[src/rtl/mbe_pkg.sv]
`timescale 1ns / 1ps

package mbe_pkg;

  // Fixed point format of every complex component: 4 integer bits, FRAC_BITS fraction.
  localparam int FRAC_BITS  = 28;
  localparam int COORD_BITS = 12;
  localparam int Z_W        = FRAC_BITS + 4;
  localparam int SAT_W      = 48;

  localparam int ITER_W  = 12;
  localparam int CNT_W   = 13;
  localparam int STEP_W  = 29;
  localparam int ORIG_W  = 31;
  localparam int DATA_W  = 32;
  localparam int ADDR_W  = 4;

  localparam logic [1:0] REG_MAX_ITER     = 2'd0;
  localparam logic [1:0] REG_COORD_STEP   = 2'd1;
  localparam logic [1:0] REG_COORD_ORIGIN = 2'd2;

  localparam logic [ITER_W-1:0] MAX_ITER_RST = ITER_W'(20);
  localparam logic [STEP_W-1:0] STEP_RST     = STEP_W'(2147484);
  localparam logic [ORIG_W-1:0] ORIGIN_RST   = ORIG_W'(-536870912);

  localparam logic signed [Z_W-1:0]   TWO_FX     = Z_W'(2) << FRAC_BITS;
  localparam logic signed [Z_W-1:0]   NEG_TWO_FX = -(Z_W'(2) << FRAC_BITS);
  localparam logic signed [Z_W+1:0]   FOUR_FX    = (Z_W+2)'(4) << FRAC_BITS;
  localparam logic signed [SAT_W-1:0] SAT_HI     = (SAT_W'(1) << (Z_W-1)) - SAT_W'(1);
  localparam logic signed [SAT_W-1:0] SAT_LO     = -(SAT_W'(1) << (Z_W-1));

  typedef struct packed {
    logic [ITER_W-1:0] max_iter;
    logic [STEP_W-1:0] coord_step;
    logic [ORIG_W-1:0] coord_origin;
  } cfg_t;

  // One item as it travels from cell to cell.
  typedef struct packed {
    logic             valid;
    logic             done;
    logic             escaped;
    logic [CNT_W-1:0] count;
    logic [Z_W-1:0]   zr;
    logic [Z_W-1:0]   zi;
    logic [Z_W-1:0]   cr;
    logic [Z_W-1:0]   ci;
  } beat_t;

  // Saturate a wide signed value into one complex component.
  function automatic logic [Z_W-1:0] sat_z(input logic signed [SAT_W-1:0] v);
    logic [Z_W-1:0] r;
    if (v > SAT_HI) begin
      r = SAT_HI[Z_W-1:0];
    end else if (v < SAT_LO) begin
      r = SAT_LO[Z_W-1:0];
    end else begin
      r = v[Z_W-1:0];
    end
    return r;
  endfunction

endpackage

[src/rtl/mbe_cfg.sv]
`timescale 1ns / 1ps

module mbe_cfg (
  input  logic                        clk,
  input  logic                        rst_n,
  input  logic                        psel,
  input  logic                        penable,
  input  logic                        pwrite,
  input  logic [mbe_pkg::ADDR_W-1:0]  paddr,
  input  logic [mbe_pkg::DATA_W-1:0]  pwdata,
  output logic [mbe_pkg::DATA_W-1:0]  prdata,
  output logic                        pready,
  output mbe_pkg::cfg_t               cfg
);

  mbe_pkg::cfg_t cfg_r;
  mbe_pkg::cfg_t cfg_nxt;
  logic [1:0]    reg_idx;
  logic          wr_en;

  assign reg_idx = paddr[3:2];
  assign wr_en   = psel && penable && pwrite;
  assign pready  = 1'b1;
  assign cfg     = cfg_r;

  always_comb begin
    cfg_nxt = cfg_r;
    if (wr_en) begin
      unique case (reg_idx)
        mbe_pkg::REG_MAX_ITER:     cfg_nxt.max_iter     = pwdata[mbe_pkg::ITER_W-1:0];
        mbe_pkg::REG_COORD_STEP:   cfg_nxt.coord_step   = pwdata[mbe_pkg::STEP_W-1:0];
        mbe_pkg::REG_COORD_ORIGIN: cfg_nxt.coord_origin = pwdata[mbe_pkg::ORIG_W-1:0];
        default:                   cfg_nxt = cfg_r;
      endcase
    end
  end

  always_comb begin
    unique case (reg_idx)
      mbe_pkg::REG_MAX_ITER:
        prdata = mbe_pkg::DATA_W'(cfg_r.max_iter);
      mbe_pkg::REG_COORD_STEP:
        prdata = mbe_pkg::DATA_W'(cfg_r.coord_step);
      mbe_pkg::REG_COORD_ORIGIN:
        prdata = {{(mbe_pkg::DATA_W-mbe_pkg::ORIG_W){cfg_r.coord_origin[mbe_pkg::ORIG_W-1]}},
                  cfg_r.coord_origin};
      default:
        prdata = '0;
    endcase
  end

  always_ff @(posedge clk) begin
    if (!rst_n) begin
      cfg_r.max_iter     <= mbe_pkg::MAX_ITER_RST;
      cfg_r.coord_step   <= mbe_pkg::STEP_RST;
      cfg_r.coord_origin <= mbe_pkg::ORIGIN_RST;
    end else begin
      cfg_r <= cfg_nxt;
    end
  end

endmodule

[config.mk]
export PLATFORM = sky130hd
export DESIGN_NAME = mbe_cfg
export DESIGN_NICKNAME = d
export VERILOG_FILES = /design/src/rtl/mbe_pkg.sv /design/src/rtl/mbe_cfg.sv
export SDC_FILE = /design/constraint.sdc
export NUM_CORES = 1
export LEC_CHECK = 0
export ABC_AREA = 1
export BUFFER_PORTS_ARGS = -buffer_cell sky130_fd_sc_hd__buf_2
export CAP_MARGIN = 15
export CORE_MARGIN = 2
export CORE_UTILIZATION = 30
export CTS_CLUSTER_SIZE = 10
export DETAILED_ROUTE_END_ITERATION = 6
export GPL_TIMING_DRIVEN = 0
export PLACE_DENSITY = 0.59
export SLEW_MARGIN = 20
export SYNTH_ARGS = -nofsm -noshare
export SYNTH_HDL_FRONTEND = slang
export SYNTH_SLANG_ARGS = --single-unit
[constraint.sdc]
create_clock -name clk -period 1.4 [get_ports clk]
set_input_delay 0.42 -clock clk [delete_from_list [all_inputs] [get_ports clk]]
set_output_delay 0.42 -clock clk [all_outputs]
set_load 0.01 [all_outputs]
Yosys cells after proc, flatten, opt, wreduce, memory -nomap -nowiden
Index checks and enable logic that the tools add are counted.
Operators by class
  add/subtract/negate cells: 0
  multiply operators: 0
  div/mod/pow operators: 0
  magnitude comparators: 0
  equality and inequality tests: 2
  shift operators: 0
  mux-type cells: 1
  bitwise gates (word level): 0
  reductions and logical operators: 6
Operators with widths (count)
  32-bit one-hot mux with 3 select lines: 1
  2-bit AND reduction: 3
  2-bit by 1-bit == test with 1-bit output (second input constant): 1
  2-bit == test (second input constant): 1
  1-bit logical AND: 2
  2-bit logical NOT: 1
Word-level totals
  flip-flop bits (word level): 72
  latch bits: 0
  RAM bits: 0
  memory bits (read-only): 0
  input bits: 41
  output and inout bits: 105
  memories: 0

Depth between registers and ports, before layout
Gate-level depths: netlist (run 1).
  depth after elaboration: 3
  depth in mapped cells: 7
  depth with buffers taken out: 5

Least setup slack after synthesis (run 1)
OpenSTA, ideal clock, no wires.
  path kind: input to output
  start point: input port paddr[2] (netlist bit)
  end point: output port prdata[11] (netlist bit)
  arrival time: 1.004 ns
  data required time: 0.980 ns
  slack: -0.024 ns
  stages on the path: 4
  path buffers: 1
  cells stage by stage: nor2_1 > buf_2 > nand2_1 > nand3_1
Between the ends
  longest elaborated chain between the ends: 2
  elaborated cells on any way between the ends: 4
  classes of those cells: 2 x eq/ne; 1 x mux; 1 x reduce/logical
Ends and longest elaborated chain
  from (decl): line mbe_cfg.sv:9  | input logic [mbe_pkg::ADDR_W-1:0] paddr,
  2-bit == test, or another cell as far along: line mbe_cfg.sv:39  | unique case (reg_idx)
  32-bit one-hot mux with 3 select lines (*): line mbe_cfg.sv:39
  to (decl): line mbe_cfg.sv:11  | output logic [mbe_pkg::DATA_W-1:0] prdata,
Mark *: on every way between the ends. The rest lies on a longest branch, timed or not.

Final worst setup path (run 1)
  start point: input port paddr[3] (netlist bit)
  end point: output port prdata[0] (netlist bit)
The elaborated chain is that of the path after synthesis.

==> results.py, run 1 <==
metrics = {
    "clock_tree": {
        "clockRootBuffer": "clkbuf_16",
        "clock_latency_ns": 0.32,
        "cts_max_level": 3,
        "holdBufCountCts": 0,
        "clk_pin_slew_worst_paths_ns": 0.06,
        "cts_buffer_depth": 2,
        "cts.sinks": 72,
        "cts_buffers": 9,
        "cts_tree": "built",
    },
    "floorplan": {
        "dieArea_um2": 12220,
        "initial_core_util_pct": 31.13,
        "num_rows": 38,
        "core_area_um2": 10940,
        "die_height_um": 110.5,
        "die_x_um": 110.5,
        "io_pins": 146,
    },
    "critical_path": {
        "worstSetupStartpointType": "input pin",
        "crit_required_ns": 0.98,
        "crit_path_end_kind": "output pin",
        "ff2ff_path_depth": 2,
        "cp.arrival_ns": 1.22,
        "rrSetupSlack_ns": 0.72,
        "crit_path_max_fanout": 7,
        "timing.rr.end": "cfg[65]",
        "critPathKind": "input pin to output pin",
        "regToRegStartpoint": "cfg[65]",
    },
    "place": {
        "portBuffers": 140,
        "dp_slack_ns": -0.5530,
        "place_inst": 815,
        "dp_hpwl_mm": 8.677,
        "routabilityCongestion": 0.7804,
        "place_area_um2": 4280,
    },
    "final_layout": {
        "fill_cells": 1125,
        "fin_cells": 847,
        "drive_gt1_share_pct": 36.63,
        "largest_reg_flops": 72,
        "antenna_cells": 0,
        "area_growth_pct": 54.87,
        "finish.instance_area_um2": 5273,
        "nets": 743,
    },
    "route": {
        "wl_per_cell_um": 15.29,
        "wl_met2_mm": 6.142,
        "drcViolationCount": 0,
        "postRouteAntennaNets": 0,
        "wl_met1_mm": 5.580,
        "drtIter0Drc": 183,
        "drt_wl_total_mm": 12.95,
        "vias": 3975,
        "highest_layer": "met4",
        "wl_met3_um": 973,
        "drt-pass1-iter-count": 5,
        "viasPerCell": 4.693,
    },
    "power": {
        "switchingPower_uw": 1345,
        "p_per_area_nw_per_um2": 1044,
        "p_sw_share_pct": 24.42,
        "p_seq_share_pct": 38.8,
        "clock_power_share_pct": 47.6,
        "cell_internal_pwr_uw": 4161,
        "p_leak_uw": 0.002826,
        "ir_drop_uv": 730.0,
        "pwr-share-comb_pct": 13.6,
    },
    "sta": {
        "clock_skew_ns": 0,
        "fin_ws_ns": -0.2428,
        "rsz0062_at_grt": "yes",
        "fin_crit_ns": 1.643,
        "timing.fmax_mhz": 608.7,
        "whs_ns": 0.3138,
        "tightest_slew_ns": 0.7030,
        "period_share_pct": 117.3,
        "hold_violations": 0,
        "finalSetupViolCount": 32,
        "slew-limit-headroom_pct": 53.13,
        "drv_slew": 0,
    },
    "hold_path": {
        "whs_endpoint": "cfg[30]",
        "hold_start": "pwdata[30]",
        "hold-path-cell-count": 3,
        "hold_class": "input pin to flip-flop",
    },
    "grt": {
        "antenna_found_initial": 0,
        "grt-ovfl-total": 0,
        "grt_pass1_vias": 3825,
        "grt_first_pass_wirelength_mm": 20.20,
        "grt_max_degree": 13,
        "grt_use_total_pct": 20.96,
    },
    "yosys": {
        "synth_cell_type_count": 15,
        "yosys_warnings": 0,
        "avgSynthCellArea_um2": 6.364,
        "synth-seq-cells": 72,
        "ys_seq_area_share_pct": 42.34,
        "mappedNetlistArea_um2": 3405,
        "synth_fp_nets": 576,
        "syn_inst": 535,
    },
    "run_status": {
        "status": "finished with violations",
        "violations": "negative setup slack",
    },
    "run": {
        "maxCapViolations": 0,
    },
}
## synthesized netlist by cell type (all sizes together)
| library cell | number | area share (%) |
|---|---|---|
| nand3 | 85 | 12 |
| buf | 35 | 6.5 |
| nor2 | 129 | 15 |
| dfxtp | 72 | 42 |
| inv | 34 | 3.7 |
| nand2 | 178 | 20 |
| clkbuf | 1 | 0.11 |
| conb | 1 | 0.11 |
## power groups by stage
stage	Clock, uW	Combinational [uW]	Sequential, uW
6_report	2620	749	2140
5_1_grt	2760	817	2140
4_1_cts	2650	695	2130
3_5_place_dp	0	573	2180
3_3_place_gp	0	568	2170
2_1_floorplan	0	305	2190
## through the flow
| step | util [%] | power, uW | setup TNS (ns) |
|---|---|---|---|
| global placement | 39.14 | 2741 | -20.21 |
| detailed placement | 39.14 | 2748 | -21.04 |
| global route | 48.22 | 5715 | -7.583 |
| CTS | 45.48 | 5477 | -6.843 |
| floorplan | - | 2496 | -0.2546 |
| finish | 48.22 | 5506 | -6.301 |
## cells by family after synthesis
family                 count (synthesis)  synth area share [%]
buffers and inverters                 70                 10.40
DFF                                   72                 42.34
other                                  1                0.1101
and+or+nand+nor                      392                 47.15
## cell usage in the layout, fill, tap and decap left out, drive strengths merged
cell      netlist  routed
clkbuf          1      13
bufinv          0       3
nand2         178     178
inv            34      34
dfxtp          72      72
clkinv          0       2
buf            35     189
conb            1       1
nand3          85      85
clkinvlp        0       1
nor2          129     129
## worst max-delay path by stage
stage                   from  slack, ns         end  cells after the start
floorplan           paddr[2]      -0.02  prdata[11]                      4
global placement    paddr[2]      -0.59   prdata[0]                      6
detailed placement  paddr[2]      -0.55   prdata[0]                      6
CTS                 paddr[2]      -0.25  prdata[12]                      8
global route        paddr[2]      -0.27  prdata[25]                      7
finish              paddr[3]      -0.24   prdata[0]                      7
## worst max-delay path, cell delays in order
cell and delay, ns:
buf_12 0.11, nor2_4 0.14, buf_12 0.16, buf_12 0.14, nand2_1 0.06, nand3_2 0.09
buf_6 0.10
## per-layer routing
layer	GRT usage (%)	up-vias
li1	-	1982
met4	8.000	0
met1	26.22	1819
met3	5.873	17
met2	34.23	157
met5	0	-
## layout make-up
type                       count  area, um2  area share (%)
timing repair buffer         157       1091           20.69
sequential                    72       1441           27.34
inverter                      34      137.6           2.610
buffer                        35      296.5           5.624
tap                          140      175.2           3.322
multi-input combinational    393       1794           34.03
clock buffer                  10      229.0           4.343
clock inverter                 6      107.6           2.041
## timing repair
item	in CTS	in global routing
pin swaps	6	20
gates resized for setup	52	61
setup buffers	8	3
setup endpoints to repair	31	32
cloned	4	2
No activity file was read; power rests on OpenSTA's default activity.
==> inputs of run 2 (changes only) <==
Settings changed: MAX_ROUTING_LAYER from default to met4.
==> run 2 against run 1 <==
The run still ends with negative setup slack left. Via count down 0.23%. Sequential power about the same. Register-to-register slack about the same. Setup slack about the same. Critical endpoint unchanged. Highest routed layer unchanged.
==> results.py, run 2 (same netlist as run 1, synthesis figures left out) <==
metrics = {
    "final_layout": {
        "final_cell_mix": "nand2_1 (138), buf_2 (131), nor2_1 (122), nand3_1 (75), dfxtp_1 (72)",
        "final_common_cell": "nand2_1",
        "nets": 743,
        "drive_gt1_share_pct": 36.63,
        "largest_reg_flops": 72,
        "final_util_pct": 48.26,
        "fill_cells": 1125,
        "antenna_cells": 0,
        "fin_cells": 847,
        "area_growth_pct": 55.02,
    },
    "run": {
        "maxCapViolations": 0,
    },
    "place": {
        "portBuffers": 140,
        "dp_hpwl_mm": 8.677,
        "routabilityCongestion": 0.7912,
        "place_inst": 815,
    },
    "run_status": {
        "status": "finished with violations",
        "violations": "negative setup slack",
    },
    "power": {
        "p_seq_share_pct": 38.8,
        "pwr-share-comb_pct": 13.6,
        "p_per_area_nw_per_um2": 1044,
        "cell_internal_pwr_uw": 4161,
        "clock_power_share_pct": 47.6,
        "ir_drop_uv": 726.3,
        "total_power_uw": 5510,
        "switchingPower_uw": 1349,
        "p_sw_share_pct": 24.48,
        "p_leak_uw": 0.002837,
    },
    "route": {
        "drtIter0Drc": 155,
        "highest_layer": "met4",
        "vias": 3966,
        "drt-pass1-iter-count": 4,
        "drt_wl_total_mm": 13.03,
        "drcViolationCount": 0,
        "postRouteAntennaNets": 0,
        "viasPerCell": 4.682,
        "wl_per_cell_um": 15.38,
        "wl_met2_mm": 6.189,
        "wl_met1_mm": 5.744,
        "wl_met3_um": 811,
    },
    "sta": {
        "fin_crit_ns": 1.643,
        "rsz0062_at_grt": "yes",
        "hold_violations": 0,
        "drv_slew": 0,
        "finalSetupViolCount": 32,
        "tightest_slew_ns": 0.6712,
        "fin_ws_ns": -0.2429,
        "period_share_pct": 117.3,
        "whs_ns": 0.3145,
        "timing.fmax_mhz": 608.7,
        "setup_tns_ns": -6.293,
        "clock_skew_ns": 0,
        "slew-limit-headroom_pct": 55.25,
    },
    "clock_tree": {
        "clock_latency_ns": 0.32,
        "clk_pin_slew_worst_paths_ns": 0.06,
        "cts_max_level": 3,
        "cts_tree": "built",
        "cts_buffer_depth": 2,
        "cts_buffers": 9,
        "clockRootBuffer": "clkbuf_16",
        "cts.sinks": 72,
    },
    "grt": {
        "grt_use_total_pct": 21.48,
        "grt_max_degree": 13,
        "grt-ovfl-total": 0,
        "grt_first_pass_wirelength_mm": 20.18,
        "antenna_found_initial": 0,
        "grt_pass1_vias": 3828,
    },
    "floorplan": {
        "core_area_um2": 10940,
        "io_pins": 146,
        "dieArea_um2": 12220,
        "die_height_um": 110.5,
        "die_x_um": 110.5,
        "initial_core_util_pct": 31.13,
        "num_rows": 38,
    },
    "critical_path": {
        "worstSetupStartpointType": "input pin",
        "crit_path_end_kind": "output pin",
        "critPathKind": "input pin to output pin",
        "crit_required_ns": 0.98,
        "crit_path_max_fanout": 7,
        "cp.arrival_ns": 1.22,
    },
    "hold_path": {
        "hold_class": "input pin to flip-flop",
    },
}
-- run 2: routing by layer --
layer,global-route usage [%],up-vias
met5,-,-
met4,8.750,0
met3,4.940,21
met2,34.27,147
met1,26.26,1823
li1,-,1975
-- run 2: final cells by class --
class                   count  area (um2)  area share, %
multi-input cells         393        1799          34.09
flip-flops and latches     72        1441          27.31
repair buffers            157        1091          20.67
plain buffers              35       296.5          5.619
clock buffers              10       229.0          4.339
well taps                 140       175.2          3.319
inverters                  34       137.6          2.608
clock inverters             6       107.6          2.039
-- run 2: path summary, 6_finish.rpt --
kind	cells after the start	slack, ns	from	end
hold / removal	3	0.31	pwdata[30]	cfg[30]
setup reg to reg	2	0.72	cfg[32]	cfg[32]
hold reg to reg	2	0.47	cfg[52]	cfg[52]
setup / recovery	7	-0.24	paddr[3]	prdata[0]
-- run 2: timing repair --
item / CTS / global route
endpoints found under the hold margin: 0 / 0
pin swaps: 6 / 20
cloned: 4 / 2
resized for setup: 52 / 62
hold buffers: 0 / 0
endpoints found under the setup margin: 31 / 32
setup buffers: 8 / 3
-- run 2: power by group through the flow --
stage               logic, uW  clock network (uW)  registers, uW
finish                    751                2620           2140
global route              817                2740           2140
CTS                       695                2650           2130
detailed placement        573                   0           2180
global placement          568                   0           2170
floorplan                 305                   0           2190
-- run 2: through the flow --
stage	instance area [um2]	setup WS [ns]
after floorplan	3405	-0.02355
after global placement	4280	-0.5878
after detailed placement	4280	-0.5530
after CTS	4974	-0.2487
after global routing	5278	-0.2713
final	5278	-0.2429
-- run 2: critical path, cell delays in order --
cell and delay, ns:
buf_12 0.11, nor2_4 0.14, buf_12 0.16, buf_12 0.14, nand2_1 0.06, nand3_2 0.09
buf_6 0.10
